[src/hw/rtl/eht_sqrt_cell.sv]
// ----------------------------------------------------------------------------
// eht_sqrt_cell
// One digit-by-digit square root step: takes two radicand bits and yields
// one root bit, handing remainder and partial root to the next cell.
// ----------------------------------------------------------------------------
module eht_sqrt_cell (
  input  logic        clk,
  input  logic        en,
  input  logic [63:0] rad_in,
  input  logic [33:0] rem_in,
  input  logic [31:0] root_in,
  output logic [63:0] rad_out,
  output logic [33:0] rem_out,
  output logic [31:0] root_out
);

  logic [35:0] rem_s;
  logic [35:0] trial;
  logic        ge;

  assign rem_s = {rem_in, rad_in[63:62]};
  assign trial = {2'b00, root_in, 2'b01};
  assign ge    = rem_s >= trial;

  always_ff @(posedge clk) begin
    if (en) begin
      rem_out  <= ge ? 34'(rem_s - trial) : 34'(rem_s);
      root_out <= {root_in[30:0], ge};
      rad_out  <= {rad_in[61:0], 2'b00};
    end
  end

endmodule

[config.mk]
export PLATFORM = sky130hd
export DESIGN_NAME = eht_sqrt_cell
export DESIGN_NICKNAME = d
export VERILOG_FILES = /design/src/hw/rtl/eht_sqrt_cell.sv
export SDC_FILE = /design/constraint.sdc
export NUM_CORES = 1
export LEC_CHECK = 0
export BUFFER_PORTS_ARGS = -buffer_cell sky130_fd_sc_hd__buf_4
export CAP_MARGIN = 20
export CELL_PAD_IN_SITES_DETAIL_PLACEMENT = 0
export CELL_PAD_IN_SITES_GLOBAL_PLACEMENT = 1
export CORE_MARGIN = 1.5
export CORE_UTILIZATION = 33
export DETAILED_ROUTE_END_ITERATION = 16
export MAX_ROUTING_LAYER = met4
export PLACE_DENSITY_LB_ADDON = 0.1
export SLEW_MARGIN = 20
export SYNTH_ARGS = -nofsm -noshare
export SYNTH_HDL_FRONTEND = slang
export SYNTH_SLANG_ARGS = --single-unit
[constraint.sdc]
create_clock -name clk -period 2.5 [get_ports clk]
set_input_delay 0.25 -clock clk [delete_from_list [all_inputs] [get_ports clk]]
set_output_delay 0.25 -clock clk [all_outputs]
set_load 0.01 [all_outputs]
## Word-level counts from Yosys, hierarchy flattened

Index checks and enable logic that the tools add are counted.

| storage, ports and cells | value |
|---|---|
| input port bits | 132 |
| bits in registers | 128 |

| operators by class | value |
|---|---|
| order comparisons | 1 |
| add/sub/neg operators | 1 |
| muxes and demuxes | 1 |

Operator list:

| cell | number |
|---|---|
| $ge A36 B34 Y1 | 1 |
| $mux W34 | 1 |
| $sub A34 B34 Y34 | 1 |

## Longest topological paths before layout

Gate-level depths: netlist of run 1.

| logic depth | value |
|---|---|
| depth in word-level cells | 2 |
| mapped depth | 13 |

## Worst setup path after synthesis of run 1

No wires, ideal clock.

| timing | value |
|---|---|
| kind | input to register |
| start | input port root_in[9] |
| end | register rem_out[27], data pin |
| setup time | 260 ps |
| data arrival time | 2,232 ps |
| path buffers | 0 |
| setup slack | 7 ps |
| stages on the path | 10 |
| required time | 2,240 ps |
| cells stage by stage | inv_1 > ha_1 > a21o_1 > a31o_1 > a211oi_4 > o211ai_2 > a21bo_2 > mux2i_1 > o221ai_1 > mux2_4 |

| on the way | value |
|---|---|
| longest elaborated chain between the ends | 2 |
| elaborated cells between the ends (all ways) | 3 |
| classes of those cells | add/sub: 1; order compare: 1; mux: 1 |

RTL lines:

| what | line | text |
|---|---|---|
| from (decl) | 11 | `input logic [31:0] root_in,` |
| $sub A34 B34 Y34 / $ge A36 B34 Y1 (equally long branches) | 27, 23 |  |
| $mux W34 * | 27 | `rem_out <= ge ? 34'(rem_s - trial) : 34'(rem_s);` |
| to (signal assigned) | 27 |  |
| to (decl) | 13 | `output logic [33:0] rem_out,` |

Mark *: on every way between the ends. The rest lies on a longest branch, timed or not.
A chain may end at the register's enable or synchronous reset.

## Worst setup path after layout of run 1

| timing | value |
|---|---|
| start | input port root_in[23] |
| end | register rem_out[33], data pin |

The elaborated chain is that of the path after synthesis.

==> metrics.yaml, run 1 <==
run_status:
  status: "finished clean"
critical_path:
  critPathArrivalTime_ns: 2.67
  worstSetupStartpointType: "primary input"
  path_buf_inv: 4
  crit_cells: 12
  cpMaxStageDelayCell: "dlygate4sd3_1"
  crit_type: "primary input to flip-flop"
  crit_fanout: 10
  critical-path-top-delay-family: "compound AO/OA/AOI/OAI gates"
  cp_cell_sequence: "dlygate4sd3_1, buf_4, inv_1, ha_1, nand2_1, nor2_2, nand3_2, o311ai_4, a211oi_2, o21a_4, clkbuf_16, o41ai_4"
  cp.required_ns: 2.74
  end_kind: "flip-flop"
  cp_slowest_stage_delay_ns: 0.53
flow_run:
  maxCapViolCount: 0
power:
  p_comb_share_pct: 22.9
  power_frac_seq_pct: 38.4
  leakage_nw: 4.78
  p_int_mw: 5.18
  finalPower_mw: 7.01
  p_clk_share_pct: 38.7
  ir_worst_vdd_mv: 0.470
  switchingPower_mw: 1.83
  powerDensity_nw_per_um2: 657
  p_sw_share_pct: 26.1
min_path:
  whs_path_depth: 1
  hold_class: "primary input to flip-flop"
cells_and_area:
  drive_gt1_share_pct: 43.3
  final_common_cell: "buf_4"
  layout_common_cells: "buf_4 (343), edfxtp_1 (128), dlygate4sd3_1 (77)"
  nNetsFinal: 1103
  areaGrowthSynthToFinish_pct: 68.8
  antenna_cells: 0
cts:
  htree_levels: 4
  path_clk_slew_ns: 0.07
  cts_tree: "yes"
  cts_buffers: 17
  cts_buffer_depth: 2
  cts_root_buf: "clkbuf_16"
  cts_sinks: 128
yosys:
  synthArstFlopShare_pct: 0
  avgSynthCellArea_um2: 12.5
  synth_cell_types: 62
  yosysSeqAreaShare_pct: 60.9
  syn_area_um2: 6310
  ys.flop_type: "edfxtp_1"
  synth_edf_count: 128
  synth_seq_cells: 128
  yosysWarnings: 0
  syn_inst: 507
sta:
  drv_slew: 0
  setup_ws_ns: 0.0684
  setup_tns_ns: 0
  hold_ws_ns: 0.0173
  hold_viol_final: 0
  period_minus_slack_ns: 2.43
  min_period_over_period_pct: 97.3
  rsz0062_at_grt: "yes"
  fmax_ghz: 0.411
  setup_violations: 0
grt:
  grt_pass1_wl_mm: 28.7
  antenna_found_initial: 0
  grt_pass1_vias: 5663
  grt_max_degree: 56
  grt_usage_pct: 19.2
  grt-ovfl-total: 0
place:
  gp_congestion: 0.813
  port_buffers: 259
  dp_hpwl_mm: 13.6
  pre_cts_slack_ns: -0.346
routing:
  drt_wl_total_mm: 19.1
  antenna_left: 0
  viasPerCell: 4.62
  first_pass_iters: 4
  vias: 5467
  route.detailed.drc: 0
  wire_per_inst_um: 16.2
  drtIter0Drc: 158
floorplanning:
  rows: 50
  io_pins: 262
  fp.dieH_um: 141
  design.core.area_um2: 18700
  dieArea_um2: 20000
  die_w_um: 141
  start_util_pct: 33.8
power groups by stage:
stage                     clock [mW]  sequential (mW)  combinational (mW)
after floorplan                    0             2.85               0.525
after global placement             0             2.73                1.47
after detailed placement           0             2.73                1.48
after CTS                       2.75             2.69                1.58
after global routing            2.85             2.71                1.74
final                           2.72             2.69                1.60
stage by stage:
| stage | utilization [%] | area, um^2 | instances |
|---|---|---|---|
| after floorplan | - | 6320 | 508 |
| after global placement | 48.9 | 9140 | 1072 |
| after detailed placement | 48.9 | 9140 | 1072 |
| after CTS | 56.3 | 10500 | 1180 |
| after global routing | 57.0 | 10700 | 1184 |
| final | 57.0 | 10700 | 1184 |
path summary, 6_finish.rpt:
kind	startpoint	to	slack (ns)
setup / recovery	root_in[23]	rem_out[33]	0.07
hold / removal	root_in[1]	root_out[2]	0.02
logic make-up (layout without fill, tap and decap cells):
| logic type | Yosys count | in the layout | share of synthesized area (%) |
|---|---|---|---|
| compound gates | 133 | 133 | 14.8 |
| mux | 5 | 5 | 0.872 |
| simple gates | 120 | 120 | 8.88 |
| buf+inv | 59 | 501 | 4.08 |
| fa+ha+maj | 34 | 34 | 6.74 |
| xor+xnor | 27 | 27 | 3.74 |
| other cells | 1 | 2 | 0.0594 |
| flops | 128 | 128 | 60.9 |
state kept, by name (all words and copies together), names as in the netlist:
register and cells:
rem_out 34, rad_out 62, root_out 32
synth_stat cells (all sizes together) (3+ instances only):
cell | n | share of area (%)
inv | 42 | 2.5
xor2 | 13 | 1.8
nand2 | 58 | 3.4
mux2i | 4 | 0.63
nand3 | 6 | 0.48
buf | 9 | 0.89
o211ai | 3 | 0.44
o31ai | 5 | 0.67
nor2 | 18 | 1.1
nand4 | 7 | 0.79
o41ai | 3 | 0.77
a31oi | 5 | 0.73
o21ai | 46 | 3.7
o21a | 3 | 0.36
nand2b | 5 | 0.50
edfxtp | 128 | 61
xnor2 | 14 | 1.9
a21oi | 28 | 2.2
ha | 34 | 6.7
clkbuf | 7 | 0.61
and2 | 5 | 0.53
and3 | 5 | 0.55
nor3 | 10 | 0.79
a21o | 20 | 2.4
final cells by class:
cell class	count	area, um^2
Fill cell	1645	8040
Sequential cell	128	3840
Timing Repair Buffer	426	3440
Multi-Input combinational cell	321	2280
Clock buffer	18	429
Tap cell	234	293
Clock inverter	14	204
Inverter	43	163
routing by layer:
metal / global-route usage [%] / part of all wire (%)
met1: 22.4 / 43
met3: 4.15 / 5.7
met4: 8.00 / 1.6
met5: - / 0
met2: 32.3 / 49
what timing repair did:
action / 4_1_cts / 5_1_grt
endpoints found under the setup margin: 0 / 34
hold buffers: 76 / 1
resized for setup: 0 / 12
setup buffers: 0 / 1
hold endpoints to repair: 76 / 1
(Power assumes the default switching activity.)
==> run 2: changes to the inputs <==
--- a/config.mk
+++ b/config.mk
@@ -5,12 +5,14 @@
 export SDC_FILE = /design/constraint.sdc
 export NUM_CORES = 1
 export LEC_CHECK = 0
-export BUFFER_PORTS_ARGS = -buffer_cell sky130_fd_sc_hd__buf_4
+export ABC_AREA = 1
+export BUFFER_PORTS_ARGS = -buffer_cell sky130_fd_sc_hd__clkbuf_2
 export CAP_MARGIN = 20
 export CELL_PAD_IN_SITES_DETAIL_PLACEMENT = 0
 export CELL_PAD_IN_SITES_GLOBAL_PLACEMENT = 1
 export CORE_MARGIN = 1.5
 export CORE_UTILIZATION = 33
+export CTS_CLUSTER_SIZE = 16
 export DETAILED_ROUTE_END_ITERATION = 16
 export MAX_ROUTING_LAYER = met4
 export PLACE_DENSITY_LB_ADDON = 0.1
==> run 2 against run 1 <==
  * Critical path depth grew 2
  * Final cell count grew 18%
  * Critical path type unchanged
  * Largest power group is now sequential cells
  * Total power shrank 7.3%
  * Fmax grew 5.3%
  * Combinational power shrank 18%
==> metrics.yaml, run 2 <==
power:
  leakage_nw: 4.98
  powerDensity_nw_per_um2: 664
  ir_worst_vdd_mv: 0.434
yosys:
  yosysSeqAreaShare_pct: 55.7
  synth_common_cells: "nand2_1 (288), inv_1 (139), edfxtp_1 (128)"
  synthArstFlopShare_pct: 0
  synth_compound_area_share_pct: 3.21
  synth_xor_area_share_pct: 2.29
  ys.flop_type: "edfxtp_1"
  synth_cell_types: 25
  synth_edf_count: 128
  yosysMostFrequentCell: "nand2_1"
  syn_inst: 775
  synth_top_cell_by_area: "edfxtp_1"
  synth_mux_area_share_pct: 0
  syn_area_um2: 6900
  synth_seq_cells: 128
  yosysWarnings: 0
  synth_fa_ha_area_share_pct: 6.17
  avgSynthCellArea_um2: 8.90
  synth_top_family_by_area: "simple AND/OR/NAND/NOR gates"
  synth_top_area_share_pct: 55.7
  synthTopCellsByArea: "edfxtp_1 (56%), nand2_1 (16%), inv_1 (7.6%), ha_1 (6.2%), nand3_1 (2.8%)"
  yosys.area_share.simple_pct: 23.9
sta:
  setup_violations: 0
  setup_tns_ns: 0
  slew_headroom_pct: 63.4
  min_period_over_period_pct: 92.3
  hold_viol_final: 0
  rsz0062_at_grt: "yes"
  max_slew.worst_pin.slew_ns: 0.550
  hold_ws_ns: 0.0134
  drv_slew: 0
  period_minus_slack_ns: 2.31
  fmax_ghz: 0.433
grt:
  grt-ovfl-total: 0
  grt_max_degree: 95
  antenna_found_initial: 0
  grt_pass1_vias: 6056
  grt_pass1_wl_mm: 31.5
  grt_usage_pct: 19.2
place:
  dp_hpwl_mm: 15.6
  dpl_cell_area_um2: 8550
  port_buffers: 259
  gp_congestion: 0.886
floorplanning:
  io_pins: 262
  dieArea_um2: 21800
  rows: 52
  fp.dieH_um: 148
  design.core.area_um2: 20400
  start_util_pct: 33.9
  die_w_um: 148
flow_run:
  maxCapViolCount: 0
cells_and_area:
  final_common_cell: "nand2_1"
  nNetsFinal: 1284
  final_area_um2: 9780
  largest_reg_flops: 62
  drive_gt1_share_pct: 28.1
  layout_common_cells: "nand2_1 (288), clkbuf_2 (258), inv_1 (139)"
  reg.largest.list: "rad_out x62, rem_out x34, root_out x32"
  regMostFlops: "rad_out"
  fill_cells: 2011
  areaGrowthSynthToFinish_pct: 41.8
  antenna_cells: 0
critical_path:
  crit_type: "primary input to flip-flop"
  critPathArrivalTime_ns: 2.49
  cp.required_ns: 2.68
  end_kind: "flip-flop"
  crit_fanout: 4
  worstSetupStartpointType: "primary input"
routing:
  first_pass_iters: 5
  viasPerCell: 4.32
  route.detailed.drc: 0
  drtIter0Drc: 245
  vias: 6052
  wire_per_inst_um: 14.4
  antenna_left: 0
  drt_wl_total_mm: 20.2
cts:
  post_cts_buffers: 0
  path_clk_slew_ns: 0.07
  cts_tree: "yes"
  cts_sinks: 128
  cts_buffers: 17
  cts_root_buf: "clkbuf_16"
  cts_buffer_depth: 2
  htree_levels: 4
min_path:
  hold_class: "primary input to flip-flop"
  whs_path_depth: 1
run_status:
  status: "finished clean"
[run 2: changes by cell type after synthesis, moves of 8 or more]
cell	previous run	this run
nor2_2	0	8
xnor2_1	14	3
a21o_1	19	0
nor2_1	18	49
inv_1	42	139
nand2_1	58	288
nand3_1	6	38
o21ai_0	41	13
[run 2: per-layer routing]
layer | global-route usage (%) | part of all wire (%)
met5 | - | 0
met1 | 24.5 | 46
met3 | 3.36 | 5.1
met2 | 31.9 | 48
met4 | 4.50 | 0.82
[run 2: cells by family (layout without fill, tap and decap cells)]
group / Yosys count / in the layout
adders and majority gates: 34 / 34
and+or+nand+nor: 404 / 404
xor gates and xnor gates: 18 / 18
other: 1 / 2
AOI/OAI and AO/OA: 42 / 42
buffers and inverters: 148 / 502
DFF: 128 / 128
[run 2: timing repair]
| item | in CTS | in global routing |
|---|---|---|
| hold buffers | 59 | 3 |
| setup endpoints to repair | 0 | 34 |
| resized for setup | 0 | 7 |
| endpoints found under the hold margin | 59 | 3 |
[run 2: layout make-up]
class	instances	area, um^2	share of cell area (%)
multi-input combinational	500	2480	25.3
inverter	140	531	5.42
clock inverter	14	156	1.60
timing repair buffer	331	2010	20.5
sequential	128	3840	39.3
clock buffer	17	425	4.35
tap	270	338	3.45
[run 2: power by group]
part	switching [mW]	total [mW]	internal, mW	leakage, nW
clock	1.03	2.51	1.48	0.278
combinational	0.781	1.31	0.531	3.45
sequential	0.0546	2.68	2.62	1.25
[run 2: stage by stage]
step           power, mW  instances  util (%)  worst slack (ns)
6_report            6.49       1400      48.0             0.192
4_1_cts             6.58       1397      47.8             0.122
3_5_place_dp        3.96       1307      42.0             0.173
3_3_place_gp        3.96       1307      42.0             0.189
5_1_grt             6.82       1400      48.0           -0.0204
2_1_floorplan       3.40        776         -             0.614
[run 2: worst max-delay path, stage by stage]
cell,delay (ns)
dlygate4sd3_1,0.52
clkbuf_2,0.10
inv_1,0.04
ha_1,0.33
nand2_1,0.14
inv_1,0.05
a21oi_1,0.26
nand2_1,0.17
nand2_1,0.09
nand2_1,0.13
nand3_1,0.18
nand3_1,0.09
nand3_1,0.10
nand2_1,0.05
[run 2: worst paths after layout]
path  slack [ns]     endpoint        from
max         0.19  rem_out[31]  root_in[3]
min         0.01  root_out[8]  root_in[7]
==> run 3: changes to the inputs <==
--- a/config.mk
+++ b/config.mk
@@ -14,6 +14,7 @@
 export CORE_UTILIZATION = 33
 export CTS_CLUSTER_SIZE = 16
 export DETAILED_ROUTE_END_ITERATION = 16
+export HOLD_SLACK_MARGIN = 0.1
 export MAX_ROUTING_LAYER = met4
 export PLACE_DENSITY_LB_ADDON = 0.1
 export SLEW_MARGIN = 20
==> run 3 against run 2 <==
  * Fmax decreased by 0.66%
  * Critical path type unchanged
  * Sequential power about the same
  * Clock power is essentially flat
  * Non-clock buffer count up 35
  * First-iteration DRC count increased by 11%
  * Combinational power up 7%
  * Core utilization rose by 2.5 points
  * Cell area is 5.1% higher
  * Count of clock-buffer cells in the layout stayed put
  * Critical path depth up 3
  * Global-route usage up 0.38 points
==> metrics.yaml, run 3 (synthesis results as in run 2) <==
run_status:
  status: "finished clean"
sta:
  hold_viol_final: 0
  drv_slew: 0
  slew_headroom_pct: 64.7
  min_period_over_period_pct: 92.9
  setup_tns_ns: 0
  setup_ws_ns: 0.176
  max_slew.worst_pin.slew_ns: 0.530
  hold_ws_ns: 0.109
  setup_violations: 0
  period_minus_slack_ns: 2.32
  fmax_ghz: 0.430
cells_and_area:
  antenna_cells: 0
  largest_reg_flops: 62
  areaGrowthSynthToFinish_pct: 49.1
  final_common_cell: "nand2_1"
  regMostFlops: "rad_out"
  utilization_pct: 50.5
  nNetsFinal: 1319
  final-instance-count-excl-fill: 1435
  drive_gt1_share_pct: 29.4
  reg.largest.list: "rad_out x62, rem_out x34, root_out x32"
  layout_common_cells: "nand2_1 (279), clkbuf_2 (258), inv_1 (139)"
  final_area_um2: 10300
power:
  ir_worst_vdd_mv: 0.444
  leakage_nw: 5.13
  powerDensity_nw_per_um2: 640
  finalPower_mw: 6.59
cts:
  cts_sinks: 128
  cts_buffer_depth: 2
  path_clk_slew_ns: 0.06
  cts_root_buf: "clkbuf_16"
  cts_buffers: 17
  htree_levels: 4
  cts_tree: "yes"
min_path:
  hold_class: "primary input to flip-flop"
critical_path:
  worstSetupStartpointType: "primary input"
  critical-path-top-delay-family: "buffers and inverters"
  path_buf_inv: 5
  cp_slowest_stage_delay_ns: 0.53
  cp_cell_sequence: "dlygate4sd3_1, clkbuf_2, inv_1, ha_1, nand2_2, inv_1, nand2_1, nand2_1, nand2_1, nand2_1, a21oi_2, nand2_1, nand2_2, nand2_4, buf_6, nand3_1, nand2_1"
  crit_fanout: 11
  cpMaxStageDelayCell: "dlygate4sd3_1"
  crit_type: "primary input to flip-flop"
  cp_common_cell: "nand2_1"
  end_kind: "flip-flop"
  critPathArrivalTime_ns: 2.50
  cp.required_ns: 2.67
flow_run:
  maxCapViolCount: 0
floorplanning:
  fp.dieH_um: 148
  dieArea_um2: 21800
  design.core.area_um2: 20400
  start_util_pct: 33.9
  rows: 52
  die_w_um: 148
  io_pins: 262
grt:
  grt_pass1_wl_mm: 32.2
  grt_usage_pct: 19.6
  antenna_found_initial: 0
  grt_max_degree: 95
  grt_pass1_vias: 6260
  grt-ovfl-total: 0
routing:
  route.detailed.drc: 0
  wire_per_inst_um: 14.3
  vias: 6194
  viasPerCell: 4.32
  drtIter0Drc: 273
  antenna_left: 0
  drt_wl_total_mm: 20.6
  first_pass_iters: 4
place:
  dpl_cell_area_um2: 8550
  placed_cells: 1307
  port_buffers: 259
  gp_congestion: 0.886
  dp_hpwl_mm: 15.6
  pre_cts_slack_ns: 0.173
==> run 3: changes by cell type in the layout (fill, tap and decap cells not counted), sizes merged <==
| cell | previous run | this run |
|---|---|---|
| dlygate4sd3 | 62 | 96 |
| buf | 11 | 12 |
==> run 3: layout make-up <==
type	instances	area, um^2
timing repair buffer	366	2370
tap	270	338
fill	1955	10100
clock buffer	17	425
clock inverter	14	156
sequential	128	3840
multi-input combinational	500	2630
inverter	140	533
==> run 3: worst paths after layout <==
kind | start | endpoint | slack [ns] | depth (start not counted)
min | rem_in[6] | rem_out[8] | 0.11 | 3
max | root_in[12] | rem_out[26] | 0.18 | 17
==> run 3: timing repair <==
item,in CTS,in global routing
setup buffers,0,1
hold buffers,96,0
hold endpoints to repair,96,0
gates resized for setup,0,41
setup endpoints to repair,0,35
==> run 3: power breakdown <==
part / switching (mW) / internal [mW]
registers: 0.0556 / 2.62
logic: 0.807 / 0.592
clock network: 1.03 / 1.48
==> run 3: metal layers <==
| metal | global-route usage (%) | wire, um | up-vias |
|---|---|---|---|
| met3 | 3.40 | 1100 | 12 |
| met2 | 32.9 | 9900 | 198 |
| met4 | 4.70 | 190 | 0 |
| met5 | - | 0 | - |
| li1 | - | - | 3223 |
| met1 | 24.7 | 9370 | 2761 |
