--- src/hw/rtl/eht_pkg.sv ---
// ----------------------------------------------------------------------------
// eht_pkg
// Types, constants and helper functions shared by the ellipse hit tester.
// ----------------------------------------------------------------------------
package eht_pkg;

  localparam int COORD_W    = 32;
  localparam int AXIS_W     = 31;
  localparam int ROT_W      = 16;
  localparam int ROT_FRAC   = 14;
  localparam int CFG_W      = 32;
  localparam int CFG_IDX_W  = 3;
  localparam int DIV_STEPS  = 31;
  localparam int SQRT_STEPS = 32;

  localparam logic [AXIS_W-1:0]       NORM_MAX = '1;
  localparam logic signed [ROT_W-1:0] ROT_ONE  = 16'sd16384;

  typedef enum logic [CFG_IDX_W-1:0] {
    CFG_CENTER_X   = 3'd0,
    CFG_CENTER_Y   = 3'd1,
    CFG_SEMI_MAJOR = 3'd2,
    CFG_SEMI_MINOR = 3'd3,
    CFG_ROT_COS    = 3'd4,
    CFG_ROT_SIN    = 3'd5
  } cfg_reg_t;

  // Saturates a rotated coordinate to the signed 32-bit range and returns
  // its magnitude.
  function automatic logic [31:0] sat_mag(input logic signed [35:0] s);
    logic [31:0] m;
    if (s > 36'sh07FFFFFFF) begin
      m = 32'h7FFF_FFFF;
    end else if (s < -36'sh080000000) begin
      m = 32'h8000_0000;
    end else if (s[35]) begin
      m = 32'(-s);
    end else begin
      m = s[31:0];
    end
    return m;
  endfunction

endpackage

--- src/hw/rtl/eht_div_cell.sv ---
// ----------------------------------------------------------------------------
// eht_div_cell
// One restoring division step: brings in one dividend bit, yields one
// quotient bit and hands the partial remainder to the next cell.
// ----------------------------------------------------------------------------
module eht_div_cell (
  input  logic                          clk,
  input  logic                          en,
  input  logic [eht_pkg::AXIS_W-1:0]    divisor,
  input  logic [eht_pkg::AXIS_W-1:0]    rem_in,
  input  logic [eht_pkg::AXIS_W-1:0]    q_in,
  input  logic [eht_pkg::AXIS_W-1:0]    dvd_in,
  output logic [eht_pkg::AXIS_W-1:0]    rem_out,
  output logic [eht_pkg::AXIS_W-1:0]    q_out,
  output logic [eht_pkg::AXIS_W-1:0]    dvd_out
);

  logic [eht_pkg::AXIS_W:0] rem_s;
  logic [eht_pkg::AXIS_W:0] div_e;
  logic                     ge;

  assign rem_s = {rem_in, dvd_in[eht_pkg::AXIS_W-1]};
  assign div_e = {1'b0, divisor};
  assign ge    = rem_s >= div_e;

  always_ff @(posedge clk) begin
    if (en) begin
      rem_out <= ge ? eht_pkg::AXIS_W'(rem_s - div_e) : eht_pkg::AXIS_W'(rem_s);
      q_out   <= {q_in[eht_pkg::AXIS_W-2:0], ge};
      dvd_out <= {dvd_in[eht_pkg::AXIS_W-2:0], 1'b0};
    end
  end

endmodule

--- config.mk ---
export PLATFORM = sky130hd
export DESIGN_NAME = eht_div_cell
export DESIGN_NICKNAME = d
export VERILOG_FILES = /design/src/hw/rtl/eht_pkg.sv /design/src/hw/rtl/eht_div_cell.sv
export SDC_FILE = /design/constraint.sdc
export NUM_CORES = 1
export LEC_CHECK = 0
export BUFFER_PORTS_ARGS = -buffer_cell sky130_fd_sc_hd__buf_2
export CORE_UTILIZATION = 45
export CTS_CLUSTER_SIZE = 28
export DETAILED_ROUTE_END_ITERATION = 10
export GPL_ROUTABILITY_DRIVEN = 0
export PLACE_DENSITY = 0.89
export SLEW_MARGIN = 20
export SYNTH_ARGS = -nofsm -noshare
export SYNTH_HDL_FRONTEND = slang
export SYNTH_SLANG_ARGS = --single-unit
--- constraint.sdc ---
create_clock -name clk -period 3.5 [get_ports clk]
set_input_delay 0.175 -clock clk [delete_from_list [all_inputs] [get_ports clk]]
set_output_delay 0.175 -clock clk [all_outputs]
set_load 0.05 [all_outputs]
Word level (Yosys, flattened, before mapping)
Index checks and enable logic that the tools add are counted.
{"block": "word_totals", "ff_bits": 92, "latch_bits": 0, "ramBits": 0, "romBits": 0, "input_bits": 126, "out_inout_bits": 93, "elab_cells": 6, "memories": 0}
{"block": "op_classes", "add_sub_neg": 1, "multipliers": 0, "n_div": 0, "n_lt_le_gt_ge": 1, "n_eq_ne": 0, "n_shift": 0, "n_mux": 1, "bitwise_logic": 0, "n_reduce_logical": 0}
{"cell": "32-bit by 31-bit greater-or-equal comparator with 1-bit output", "n": 1}
{"cell": "31-bit 2-to-1 mux", "n": 1}
{"cell": "31-bit subtractor", "n": 1}

Depth between registers and ports, before layout
Gate-level depths: netlist of the first run.
{"block": "logic_depth", "word_depth": 2, "ltp_mapped": 13, "depth_no_buf": 12}

Worst setup path after synthesis of the first run
Ideal clock, no wire load.
{"block": "synth_path", "path_type": "in2reg", "start": "input dvd_in[30] (netlist bit)", "end": "register rem_out[22] (netlist bit) (data pin)", "setup_ns": 0.262, "t_arrival_ns": 2.163, "t_required_ns": 3.238, "setup_slack_ns": 1.076, "path_stages": 11, "n_path_buf": 0, "cell_sequence": "inv_1 > ha_1 > fa_1 > nor2b_1 > o31a_1 > o21bai_4 > a21oi_4 > a31oi_2 > o311ai_0 > and4_1 > nor3_2"}
{"block": "synth_between", "elab_chain_cells": 2, "elab_cells_between_ends": 3, "cone_classes": "add/sub: 1; order compare: 1; mux: 1"}
{"element": "start, declared", "line": "eht_div_cell.sv:12", "source": "input logic [eht_pkg::AXIS_W-1:0] dvd_in,"}
{"element": "31-bit subtractor or 32-bit by 31-bit greater-or-equal comparator with 1-bit output (tied branches)", "line": "eht_div_cell.sv:28, eht_div_cell.sv:24"}
{"element": "31-bit 2-to-1 mux *", "line": "eht_div_cell.sv:28", "source": "rem_out <= ge ? eht_pkg::AXIS_W'(rem_s - div_e) : eht_pkg::AXIS_W'(rem_s);"}
{"element": "end signal, assigned", "line": "eht_div_cell.sv:28"}
{"element": "end, declared", "line": "eht_div_cell.sv:13", "source": "output logic [eht_pkg::AXIS_W-1:0] rem_out,"}
Every way passes the cells marked *; elsewhere a longest branch is shown, timed or not.
A chain may end at the register's enable or synchronous reset.

Worst setup path in the final report of the first run
{"block": "layout_path", "start": "input dvd_in[30] (netlist bit)", "end": "register rem_out[2] (netlist bit) (data pin)"}
Same word-level chain as after synthesis.

==> impl_results.html, run 1 <==
<table>
<tr><th>Metric</th><th>Value</th></tr>
<tr><th colspan="2">Outcome</th></tr>
<tr><td>Outcome</td><td>completed</td></tr>
<tr><th colspan="2">Synthesis</th></tr>
<tr><td>Gate Count Post-Synth</td><td>417</td></tr>
<tr><td>Yosys cell types</td><td>57</td></tr>
<tr><td>Ys async rst share</td><td>0%</td></tr>
<tr><td>Share of synthesized area occupied by flip-flops and latches</td><td>56.9%</td></tr>
<tr><td>Total standard cell area after synthesis</td><td>0.00485 sq mm</td></tr>
<tr><td>Flop and latch count out of synthesis</td><td>92</td></tr>
<tr><td>Most used flip-flop cell after synthesis</td><td>edfxtp_1</td></tr>
<tr><td>Yosys Warn Count</td><td>0</td></tr>
<tr><td>Number of flops mapped to enable cells by yosys</td><td>92</td></tr>
<tr><td>Post-Syn Area per Cell</td><td>11.6 sq um</td></tr>
<tr><td>Synthesized net count</td><td>575</td></tr>
<tr><th colspan="2">Hold path</th></tr>
<tr><td>Hold Crit Endpoint</td><td>rem_out[23]</td></tr>
<tr><td>Hold path startpoint</td><td>rem_in[22]</td></tr>
<tr><td>WHS Path Cells</td><td>3</td></tr>
<tr><td>Hold Crit Class</td><td>in -&gt; reg</td></tr>
<tr><th colspan="2">Place</th></tr>
<tr><td>Placed instance count</td><td>764</td></tr>
<tr><td>IO buf count</td><td>216</td></tr>
<tr><td>Detailed placement HPWL</td><td>10000 microns</td></tr>
<tr><th colspan="2">Floorplanning</th></tr>
<tr><td>DIE AREA</td><td>0.0112 sq mm</td></tr>
<tr><td># IOs</td><td>219</td></tr>
<tr><td>Core Region</td><td>0.0104 sq mm</td></tr>
<tr><td>Floorplan row count</td><td>37</td></tr>
<tr><td>Overall die height</td><td>106 microns</td></tr>
<tr><td>Die Width</td><td>106 microns</td></tr>
<tr><td>Starting density of the core</td><td>46.8%</td></tr>
<tr><th colspan="2">Clock network</th></tr>
<tr><td>H-tree depth</td><td>3</td></tr>
<tr><td>Cts bufs inserted</td><td>9</td></tr>
<tr><td>Clock sink count</td><td>92</td></tr>
<tr><td>Maximum buffer depth of the clock tree</td><td>2</td></tr>
<tr><td>Setup Buffers After CTS</td><td>0</td></tr>
<tr><td>Clock tree root buffer cell</td><td>clkbuf_8</td></tr>
<tr><td>CTS clk-pin slew, worst paths</td><td>0.09 ns</td></tr>
<tr><td>Total of cells resized after clock tree synthesis</td><td>0</td></tr>
<tr><td>Post-CTS Hold Buffers</td><td>60</td></tr>
<tr><td>CTS tree</td><td>done</td></tr>
<tr><th colspan="2">Setup path</th></tr>
<tr><td>CP Data Required Time</td><td>3.62 ns</td></tr>
<tr><td>Sort of element at the start of the critical path</td><td>input port</td></tr>
<tr><td>Slowest Stage Delay on Critical Path</td><td>0.40 ns</td></tr>
<tr><td>CP top delay family</td><td>compound AO/OA/AOI/OAI gates</td></tr>
<tr><td>Number of buffer and inverter instances along the worst setup path</td><td>4</td></tr>
<tr><td>Max FO, Critical Path</td><td>18</td></tr>
<tr><td>Critical-path top delay cell</td><td>fa_1</td></tr>
<tr><td>Cell Chain, Critical Path</td><td>buf_2 -&gt; inv_1 -&gt; ha_1 -&gt; fa_1 -&gt; nor2b_1 -&gt; o31a_1 -&gt; o21bai_4 -&gt; a21oi_4 -&gt; a21o_2 -&gt; o21ai_4 -&gt; inv_2 -&gt; buf_4 -&gt; a21oi_1</td></tr>
<tr><td>Type of the setup path with the least slack</td><td>in -&gt; reg</td></tr>
<tr><td>CP Capture Type</td><td>flop</td></tr>
<tr><td>CP Data Arrival Time</td><td>2.62 ns</td></tr>
<tr><th colspan="2">Power and ir drop</th></tr>
<tr><td>VDD IR max</td><td>0.000375 V</td></tr>
<tr><td>Leakage power total</td><td>3.11 nW</td></tr>
<tr><td>Internal power contribution</td><td>2.05 mW</td></tr>
<tr><td>Share of total power in sequential cells</td><td>42.7%</td></tr>
<tr><td>Net switching power of the design</td><td>1.24 mW</td></tr>
<tr><td>Clock network fraction of total power</td><td>21.3%</td></tr>
<tr><td>Power per cell area</td><td>479 mW/mm^2</td></tr>
<tr><td>Part of the power in combinational logic</td><td>35.9%</td></tr>
<tr><td>Switching Fraction</td><td>37.8%</td></tr>
<tr><th colspan="2">STA</th></tr>
<tr><td>Maximum operating frequency</td><td>0.400 GHz</td></tr>
<tr><td>Slew at the pin with the worst max-slew slack</td><td>0.588 ns</td></tr>
<tr><td>Finish-stage setup viols</td><td>0</td></tr>
<tr><td>Final slew viol count</td><td>0</td></tr>
<tr><td>Worst slew slack as a fraction of its limit</td><td>60.8%</td></tr>
<tr><td>Total Neg Setup Slack</td><td>0 ns</td></tr>
<tr><td>Portion of the clock cycle consumed by the worst path in the final layout</td><td>71.5%</td></tr>
<tr><td>RSZ-0062 raised after global routing</td><td>no</td></tr>
<tr><td>Final critical-path required period</td><td>2.50 ns</td></tr>
<tr><td>Hold Fails Final Rpt</td><td>0</td></tr>
<tr><th colspan="2">Layout</th></tr>
<tr><td>Fin nets</td><td>857</td></tr>
<tr><td>Layout overhead on the synthesized area</td><td>41.4%</td></tr>
<tr><td>Number of antenna cells inserted</td><td>0</td></tr>
<tr><td>Layout cell share with drive strength beyond 1</td><td>36.1%</td></tr>
<tr><td>Sequential cell area</td><td>0.00276 sq mm</td></tr>
<tr><td>Post-route insts no fill</td><td>839</td></tr>
<tr><td>Fill cell instance count of the final layout</td><td>743</td></tr>
<tr><td>Area used by multi-input combinational logic</td><td>0.00188 sq mm</td></tr>
<tr><th colspan="2">Global routing</th></tr>
<tr><td>Initial antenna violation count</td><td>1</td></tr>
<tr><td>Global-route wire length before repair</td><td>22300 microns</td></tr>
<tr><td>Maximum number of pins on one net before global-route repair</td><td>48</td></tr>
<tr><td>Total routing usage reported by global routing</td><td>26.6%</td></tr>
<tr><td>Total overflow reported by the global router</td><td>0</td></tr>
<tr><td>Via count of the first global-routing pass</td><td>4239</td></tr>
<tr><th colspan="2">Drt</th></tr>
<tr><td>Final routed wirelength across all metal layers</td><td>15000 microns</td></tr>
<tr><td>Router iterations before antenna repair</td><td>5</td></tr>
<tr><td>Number of violations reported at the end of detailed-routing iteration 0</td><td>313</td></tr>
<tr><td>Count of nets left with antenna violations after detail routing</td><td>0</td></tr>
<tr><td>Vias per cell</td><td>5.28</td></tr>
<tr><td>Remaining design rule violation count</td><td>0</td></tr>
<tr><td>Routed vias</td><td>4427</td></tr>
<tr><td>Detail-routed net length per standard cell</td><td>17.8 microns</td></tr>
<tr><th colspan="2">Job</th></tr>
<tr><td>Count of maximum capacitance violations</td><td>0</td></tr>
</table>
-- power groups by stage --
stage | sequential, mW | combinational (mW) | clock, mW
final | 1.40 | 1.18 | 0.702
after global routing | 1.42 | 1.25 | 0.744
after CTS | 1.40 | 1.17 | 0.704
after detailed placement | 1.42 | 1.11 | 0
after global placement | 1.41 | 1.09 | 0
after floorplan | 1.86 | 0.386 | 0
-- cells in the final DEF, fill, tap and decap left out, drive strengths merged, types with 6 or more instances in the layout --
| cell type | Yosys | final |
|---|---|---|
| ha | 31 | 31 |
| nand2 | 34 | 34 |
| buf | 8 | 220 |
| a21oi | 42 | 42 |
| clkbuf | 1 | 11 |
| xor2 | 14 | 14 |
| dlygate4sd3 | 0 | 60 |
| inv | 41 | 41 |
| nor2 | 36 | 36 |
| nor3 | 6 | 6 |
| a21o | 9 | 9 |
| xnor2 | 9 | 9 |
| o21ai | 28 | 28 |
| edfxtp | 92 | 92 |
-- flip-flops by register name (all words and copies together) (netlist names) --
name / flops
q_out: 31
rem_out: 31
dvd_out: 30
-- worst max-delay path by stage --
stage	depth (start not counted)	slack (ns)	end	start
after global routing	14	0.85	rem_out[1]	dvd_in[30]
after floorplan	11	1.08	rem_out[22]	dvd_in[30]
after global placement	12	0.71	rem_out[22]	dvd_in[30]
after CTS	13	1.05	rem_out[2]	dvd_in[30]
final	13	1.0	rem_out[2]	dvd_in[30]
after detailed placement	13	0.65	rem_out[2]	dvd_in[30]
-- area by class of cell --
| class | instances | area share, % |
|---|---|---|
| inverters | 41 | 2.24 |
| repair buffers | 280 | 25.0 |
| multi-input cells | 275 | 27.4 |
| clock buffers | 11 | 1.91 |
| clock inverters | 4 | 0.748 |
| well taps | 136 | 2.48 |
| flip-flops and latches | 92 | 40.3 |
-- per-layer routing --
metal	GRT usage, %	part of all wire [%]	vias to the layer above
li1	-	-	2091
met5	0	0	-
met3	6.80	7.7	22
met1	29.8	38	2092
met4	8.13	1.8	0
met2	49.2	53	222
-- stage by stage --
stage	total power [mW]	hold WS (ns)	setup slack (ns)	instance area (sq um)	util (%)
2_1_floorplan	2.24	0.274	1.08	4850	-
3_3_place_gp	2.50	0.353	0.707	6080	58.6
3_5_place_dp	2.53	0.353	0.649	6080	58.6
4_1_cts	3.27	0.0740	1.05	6860	66.2
5_1_grt	3.41	0.104	0.847	6860	66.2
6_report	3.29	0.0930	0.997	6860	66.2
-- synth_stat cells, types with 4 or more instances --
| library cell | instances | share of area [%] |
|---|---|---|
| nand3_1 | 5 | 0.52 |
| a21oi_1 | 32 | 3.3 |
| o21a_1 | 5 | 0.77 |
| edfxtp_1 | 92 | 57 |
| o21ai_0 | 22 | 2.3 |
| o31ai_1 | 5 | 0.77 |
| nand4_1 | 5 | 0.64 |
| xor2_1 | 14 | 2.5 |
| nor2_1 | 36 | 2.8 |
| a211oi_1 | 4 | 0.62 |
| nor3_1 | 5 | 0.52 |
| a21oi_2 | 9 | 1.6 |
| a21o_1 | 8 | 1.2 |
| buf_2 | 5 | 0.52 |
| ha_1 | 31 | 8.0 |
| nand2_1 | 34 | 2.6 |
| inv_1 | 40 | 3.1 |
| xnor2_1 | 9 | 1.6 |
| o21ai_1 | 5 | 0.52 |
-- cells by family (layout without fill, tap and decap cells) --
family | Yosys count | count (layout) | synth area share [%]
other | 1 | 1 | 0.0773
buffers and inverters | 50 | 336 | 4.38
AND/OR/NAND/NOR | 104 | 104 | 9.98
flip-flops | 92 | 92 | 56.9
AO/OA/AOI/OAI | 115 | 115 | 16.1
adder cells (fa/ha/maj) | 32 | 32 | 8.40
XOR/XNOR | 23 | 23 | 4.15
-- worst min-delay path: cells and delay by family --
family,cells,cell delay [ns]
buf+inv,1,0.09
compound gates,1,0.06
simple gates,1,0.04
(Power assumes the default switching activity.)
==> inputs of run 2 (changes only) <==
- ABC_AREA: default -> 1
- PLACE_DENSITY: 0.89 -> 0.86
- clock period: 3.5 -> 2.6 ns (I/O delays scaled with it)
==> run 2 against run 1 <==
  * Non-clock buffer count down 1
  * Worst hold slack worse by 0.023 ns
  * Area after synthesis up 17%
  * Via count up 24%
  * Total power up 50%
==> impl_results.html, run 2 <==
<table>
<tr><th>Metric</th><th>Value</th></tr>
<tr><th colspan="2">Power and ir drop</th></tr>
<tr><td>Internal power contribution</td><td>3.22 mW (+57%)</td></tr>
<tr><td>Leakage power total</td><td>4.29 nW (+38%)</td></tr>
<tr><td>Share of total power in sequential cells</td><td>37.7% (-5.0 points)</td></tr>
<tr><td>Clock network fraction of total power</td><td>30.5% (+9.2 points)</td></tr>
<tr><td>Power per cell area</td><td>624 mW/mm^2 (+30%)</td></tr>
<tr><td>VDD IR max</td><td>0.000344 V (-8.3%)</td></tr>
<tr><td>Net switching power of the design</td><td>1.71 mW (+38%)</td></tr>
<tr><td>Switching Fraction</td><td>34.7% (-3.0 points)</td></tr>
<tr><td>Part of the power in combinational logic</td><td>31.8% (-4.1 points)</td></tr>
<tr><th colspan="2">Synthesis</th></tr>
<tr><td>Most used flip-flop cell after synthesis</td><td>edfxtp_1</td></tr>
<tr><td>Post-Syn Area per Cell</td><td>7.86 sq um (-32%)</td></tr>
<tr><td>Number of flops mapped to enable cells by yosys</td><td>92 (unchanged)</td></tr>
<tr><td>Gate Count Post-Synth</td><td>723 (+73%)</td></tr>
<tr><td>Most frequently used cell type in the post-synthesis netlist</td><td>nand2_1</td></tr>
<tr><td>Ys async rst share</td><td>0% (unchanged)</td></tr>
<tr><td>Yosys cell types</td><td>29 (-49%)</td></tr>
<tr><td>Fraction of post-synthesis cell area in the top cell type by area</td><td>48.6% (-8.3 points)</td></tr>
<tr><td>Cell types with the largest area share after synthesis</td><td>edfxtp_1 49%, nand2_1 19%, inv_1 10%</td></tr>
<tr><td>Flop and latch count out of synthesis</td><td>92 (unchanged)</td></tr>
<tr><td>Share of synthesized area occupied by flip-flops and latches</td><td>48.6% (-8.3 points)</td></tr>
<tr><td>Synthesized net count</td><td>881 (+53%)</td></tr>
<tr><td>Largest area contributor in the synthesized netlist</td><td>edfxtp_1</td></tr>
<tr><td>Most numerous cell types in the synthesized netlist</td><td>292 x nand2_1, 152 x inv_1, 92 x edfxtp_1</td></tr>
<tr><td>Total standard cell area after synthesis</td><td>0.00569 sq mm (+17%)</td></tr>
<tr><td>Yosys Warn Count</td><td>0 (unchanged)</td></tr>
<tr><th colspan="2">Drt</th></tr>
<tr><td>Count of nets left with antenna violations after detail routing</td><td>0 (unchanged)</td></tr>
<tr><td>Detail-routed net length per standard cell</td><td>13.8 microns (-22%)</td></tr>
<tr><td>Remaining design rule violation count</td><td>0 (unchanged)</td></tr>
<tr><td>Final routed wirelength across all metal layers</td><td>16300 microns (+9.0%)</td></tr>
<tr><td>Vias per cell</td><td>4.66 (-12%)</td></tr>
<tr><td>Router iterations before antenna repair</td><td>5 (unchanged)</td></tr>
<tr><td>Routed vias</td><td>5500 (+24%)</td></tr>
<tr><td>Number of violations reported at the end of detailed-routing iteration 0</td><td>457 (+46%)</td></tr>
<tr><th colspan="2">Floorplanning</th></tr>
<tr><td>Starting density of the core</td><td>46.7% (-0.054 points)</td></tr>
<tr><td>Overall die height</td><td>114 microns (+8.1%)</td></tr>
<tr><td>Die Width</td><td>114 microns (+8.1%)</td></tr>
<tr><td># IOs</td><td>219 (unchanged)</td></tr>
<tr><td>Core Region</td><td>0.0122 sq mm (+17%)</td></tr>
<tr><td>DIE AREA</td><td>0.0131 sq mm (+17%)</td></tr>
<tr><td>Floorplan row count</td><td>40 (+8.1%)</td></tr>
<tr><th colspan="2">Hold path</th></tr>
<tr><td>WHS Path Cells</td><td>3 (unchanged)</td></tr>
<tr><td>Hold path startpoint</td><td>rem_in[2]</td></tr>
<tr><td>Hold Crit Endpoint</td><td>rem_out[3]</td></tr>
<tr><td>Hold Crit Class</td><td>in -&gt; reg</td></tr>
<tr><th colspan="2">Global routing</th></tr>
<tr><td>Via count of the first global-routing pass</td><td>5295 (+25%)</td></tr>
<tr><td>GR peak layer</td><td>met2</td></tr>
<tr><td>Total overflow reported by the global router</td><td>0 (unchanged)</td></tr>
<tr><td>Global-route track usage on met3</td><td>4.66% (-2.1 points)</td></tr>
<tr><td>M1 GR Usage</td><td>29.5% (-0.32 points)</td></tr>
<tr><td>Maximum number of pins on one net before global-route repair</td><td>54 (+13%)</td></tr>
<tr><td>Met2 Usage GRT</td><td>44.6% (-4.6 points)</td></tr>
<tr><td>Total routing usage reported by global routing</td><td>25.2% (-1.4 points)</td></tr>
<tr><td>Initial antenna violation count</td><td>0 (-1)</td></tr>
<tr><td>Global-route wire length before repair</td><td>25300 microns (+13%)</td></tr>
<tr><th colspan="2">Place</th></tr>
<tr><td>Detailed placement HPWL</td><td>11900 microns (+19%)</td></tr>
<tr><td>IO buf count</td><td>216 (unchanged)</td></tr>
<tr><td>Placed instance count</td><td>1103 (+44%)</td></tr>
<tr><th colspan="2">STA</th></tr>
<tr><td>Worst slew slack as a fraction of its limit</td><td>63.8% (+3.0 points)</td></tr>
<tr><td>Total Neg Setup Slack</td><td>0 ns (unchanged)</td></tr>
<tr><td>Final critical-path required period</td><td>1.94 ns</td></tr>
<tr><td>Slew at the pin with the worst max-slew slack</td><td>0.543 ns (-0.0444 ns)</td></tr>
<tr><td>Maximum operating frequency</td><td>0.514 GHz</td></tr>
<tr><td>Portion of the clock cycle consumed by the worst path in the final layout</td><td>74.8%</td></tr>
<tr><td>Finish-stage setup viols</td><td>0 (unchanged)</td></tr>
<tr><td>Final slew viol count</td><td>0 (unchanged)</td></tr>
<tr><td>Hold Fails Final Rpt</td><td>0 (unchanged)</td></tr>
<tr><td>RSZ-0062 raised after global routing</td><td>no</td></tr>
<tr><th colspan="2">Clock network</th></tr>
<tr><td>Clock sink count</td><td>92 (unchanged)</td></tr>
<tr><td>Clock tree root buffer cell</td><td>clkbuf_16</td></tr>
<tr><td>CTS tree</td><td>done</td></tr>
<tr><td>Total of cells resized after clock tree synthesis</td><td>0 (unchanged)</td></tr>
<tr><td>Maximum buffer depth of the clock tree</td><td>2 (unchanged)</td></tr>
<tr><td>CTS clk-pin slew, worst paths</td><td>0.07 ns (-0.02 ns)</td></tr>
<tr><td>Cts bufs inserted</td><td>9 (unchanged)</td></tr>
<tr><td>H-tree depth</td><td>3 (unchanged)</td></tr>
<tr><th colspan="2">Layout</th></tr>
<tr><td>Regs by FF count</td><td>q_out (31), rem_out (31), dvd_out (30)</td></tr>
<tr><td>Top library cells by usage in the layout, fill and taps aside</td><td>292 x nand2_1, 215 x buf_2, 152 x inv_1</td></tr>
<tr><td>Fill cell instance count of the final layout</td><td>1006 (+35%)</td></tr>
<tr><td>Post-route insts no fill</td><td>1179 (+41%)</td></tr>
<tr><td>Leading cell type in the layout, fill and taps excluded</td><td>nand2_1</td></tr>
<tr><td>Layout cell share with drive strength beyond 1</td><td>24.4% (-12 points)</td></tr>
<tr><td>Layout overhead on the synthesized area</td><td>39.1%</td></tr>
<tr><td>Sequential cell area</td><td>0.00276 sq mm (unchanged)</td></tr>
<tr><td>Number of antenna cells inserted</td><td>0 (unchanged)</td></tr>
<tr><td>Fin nets</td><td>1164 (+36%)</td></tr>
<tr><td>Area used by multi-input combinational logic</td><td>0.00229 sq mm (+22%)</td></tr>
<tr><th colspan="2">Job</th></tr>
<tr><td>Count of maximum capacitance violations</td><td>0 (unchanged)</td></tr>
<tr><th colspan="2">Setup path</th></tr>
<tr><td>Sort of element at the start of the critical path</td><td>input port</td></tr>
<tr><td>Cell Chain, Critical Path</td><td>buf_2 -&gt; inv_1 -&gt; ha_1 -&gt; fa_1 -&gt; inv_1 -&gt; nand2_1 -&gt; nand2_1 -&gt; nand3_1 -&gt; nand2_2 -&gt; nand2_1 -&gt; nand3_1 -&gt; nand2_1 -&gt; nand2_4 -&gt; buf_4 -&gt; nand3_1 -&gt; nand2_1</td></tr>
<tr><td>Max FO, Critical Path</td><td>22 (+4)</td></tr>
<tr><td>Critical-path top delay cell</td><td>fa_1</td></tr>
<tr><td>Slowest Stage Delay on Critical Path</td><td>0.38 ns (-0.02 ns)</td></tr>
<tr><td>CP Data Arrival Time</td><td>2.15 ns (-0.47 ns)</td></tr>
<tr><td>CP Data Required Time</td><td>2.81 ns (-0.81 ns)</td></tr>
<tr><td>Number of buffer and inverter instances along the worst setup path</td><td>4 (unchanged)</td></tr>
<tr><td>Type of the setup path with the least slack</td><td>in -&gt; reg</td></tr>
<tr><td>CP Capture Type</td><td>flop</td></tr>
<tr><td>Most repeated library cell on the critical path</td><td>nand2_1</td></tr>
<tr><td>CP top delay family</td><td>simple AND/OR/NAND/NOR gates</td></tr>
<tr><th colspan="2">Outcome</th></tr>
<tr><td>Outcome</td><td>completed</td></tr>
</table>
run 2: stage by stage:
stage	setup WS, ns	cell area (sq um)	util [%]	power (mW)	hold WS [ns]
finish	0.656	7910	65.0	4.93	0.0699
global route	0.418	7910	65.0	5.16	0.0707
CTS	0.670	7910	65.0	4.95	0.0616
detailed placement	0.323	6960	57.3	3.37	0.308
global placement	0.377	6960	57.3	3.34	0.306
floorplan	0.588	5690	-	2.96	0.229
run 2: cell families after synthesis:
group / synth area share [%]
buf+inv: 11.1
simple gates: 28.7
fa+ha+maj: 7.17
other cells: 0.0660
xor+xnor: 2.16
compound gates: 2.22
flops: 48.6
run 2: power groups by stage:
stage	Combinational, mW	Clock (mW)	Sequential, mW
after floorplan	0.525	0	2.44
after global placement	1.46	0	1.89
after detailed placement	1.48	0	1.89
after CTS	1.56	1.53	1.86
after global routing	1.70	1.59	1.87
final	1.57	1.50	1.86
run 2: worst max path at each step:
| stage | start | to | cells past startpoint |
|---|---|---|---|
| finish | dvd_in[30] | rem_out[22] | 16 |
| global route | dvd_in[30] | rem_out[11] | 16 |
| CTS | dvd_in[30] | rem_out[11] | 16 |
| detailed placement | dvd_in[30] | rem_out[26] | 16 |
| global placement | divisor[0] | rem_out[22] | 15 |
| floorplan | dvd_in[30] | rem_out[10] | 17 |
run 2: final cells by class:
type | count | share of cell area (%)
flip-flops and latches | 92 | 34.9
multi-input cells | 469 | 29.0
repair buffers | 279 | 21.7
inverters | 155 | 7.36
clock buffers | 9 | 2.85
well taps | 168 | 2.66
clock inverters | 7 | 1.52
run 2: routing by layer:
metal / routed length, microns / up-vias
li1: - / 2800
met1: 6660 / 2403
met2: 7970 / 248
met3: 993 / 49
met4: 685 / 0
met5: 0 / -
run 2: timing repair:
action                     4_1_cts  5_1_grt
setup buffers                    0        0
hold buffers                    60        0
hold endpoints to repair        60        0
setup endpoints to repair        0        0
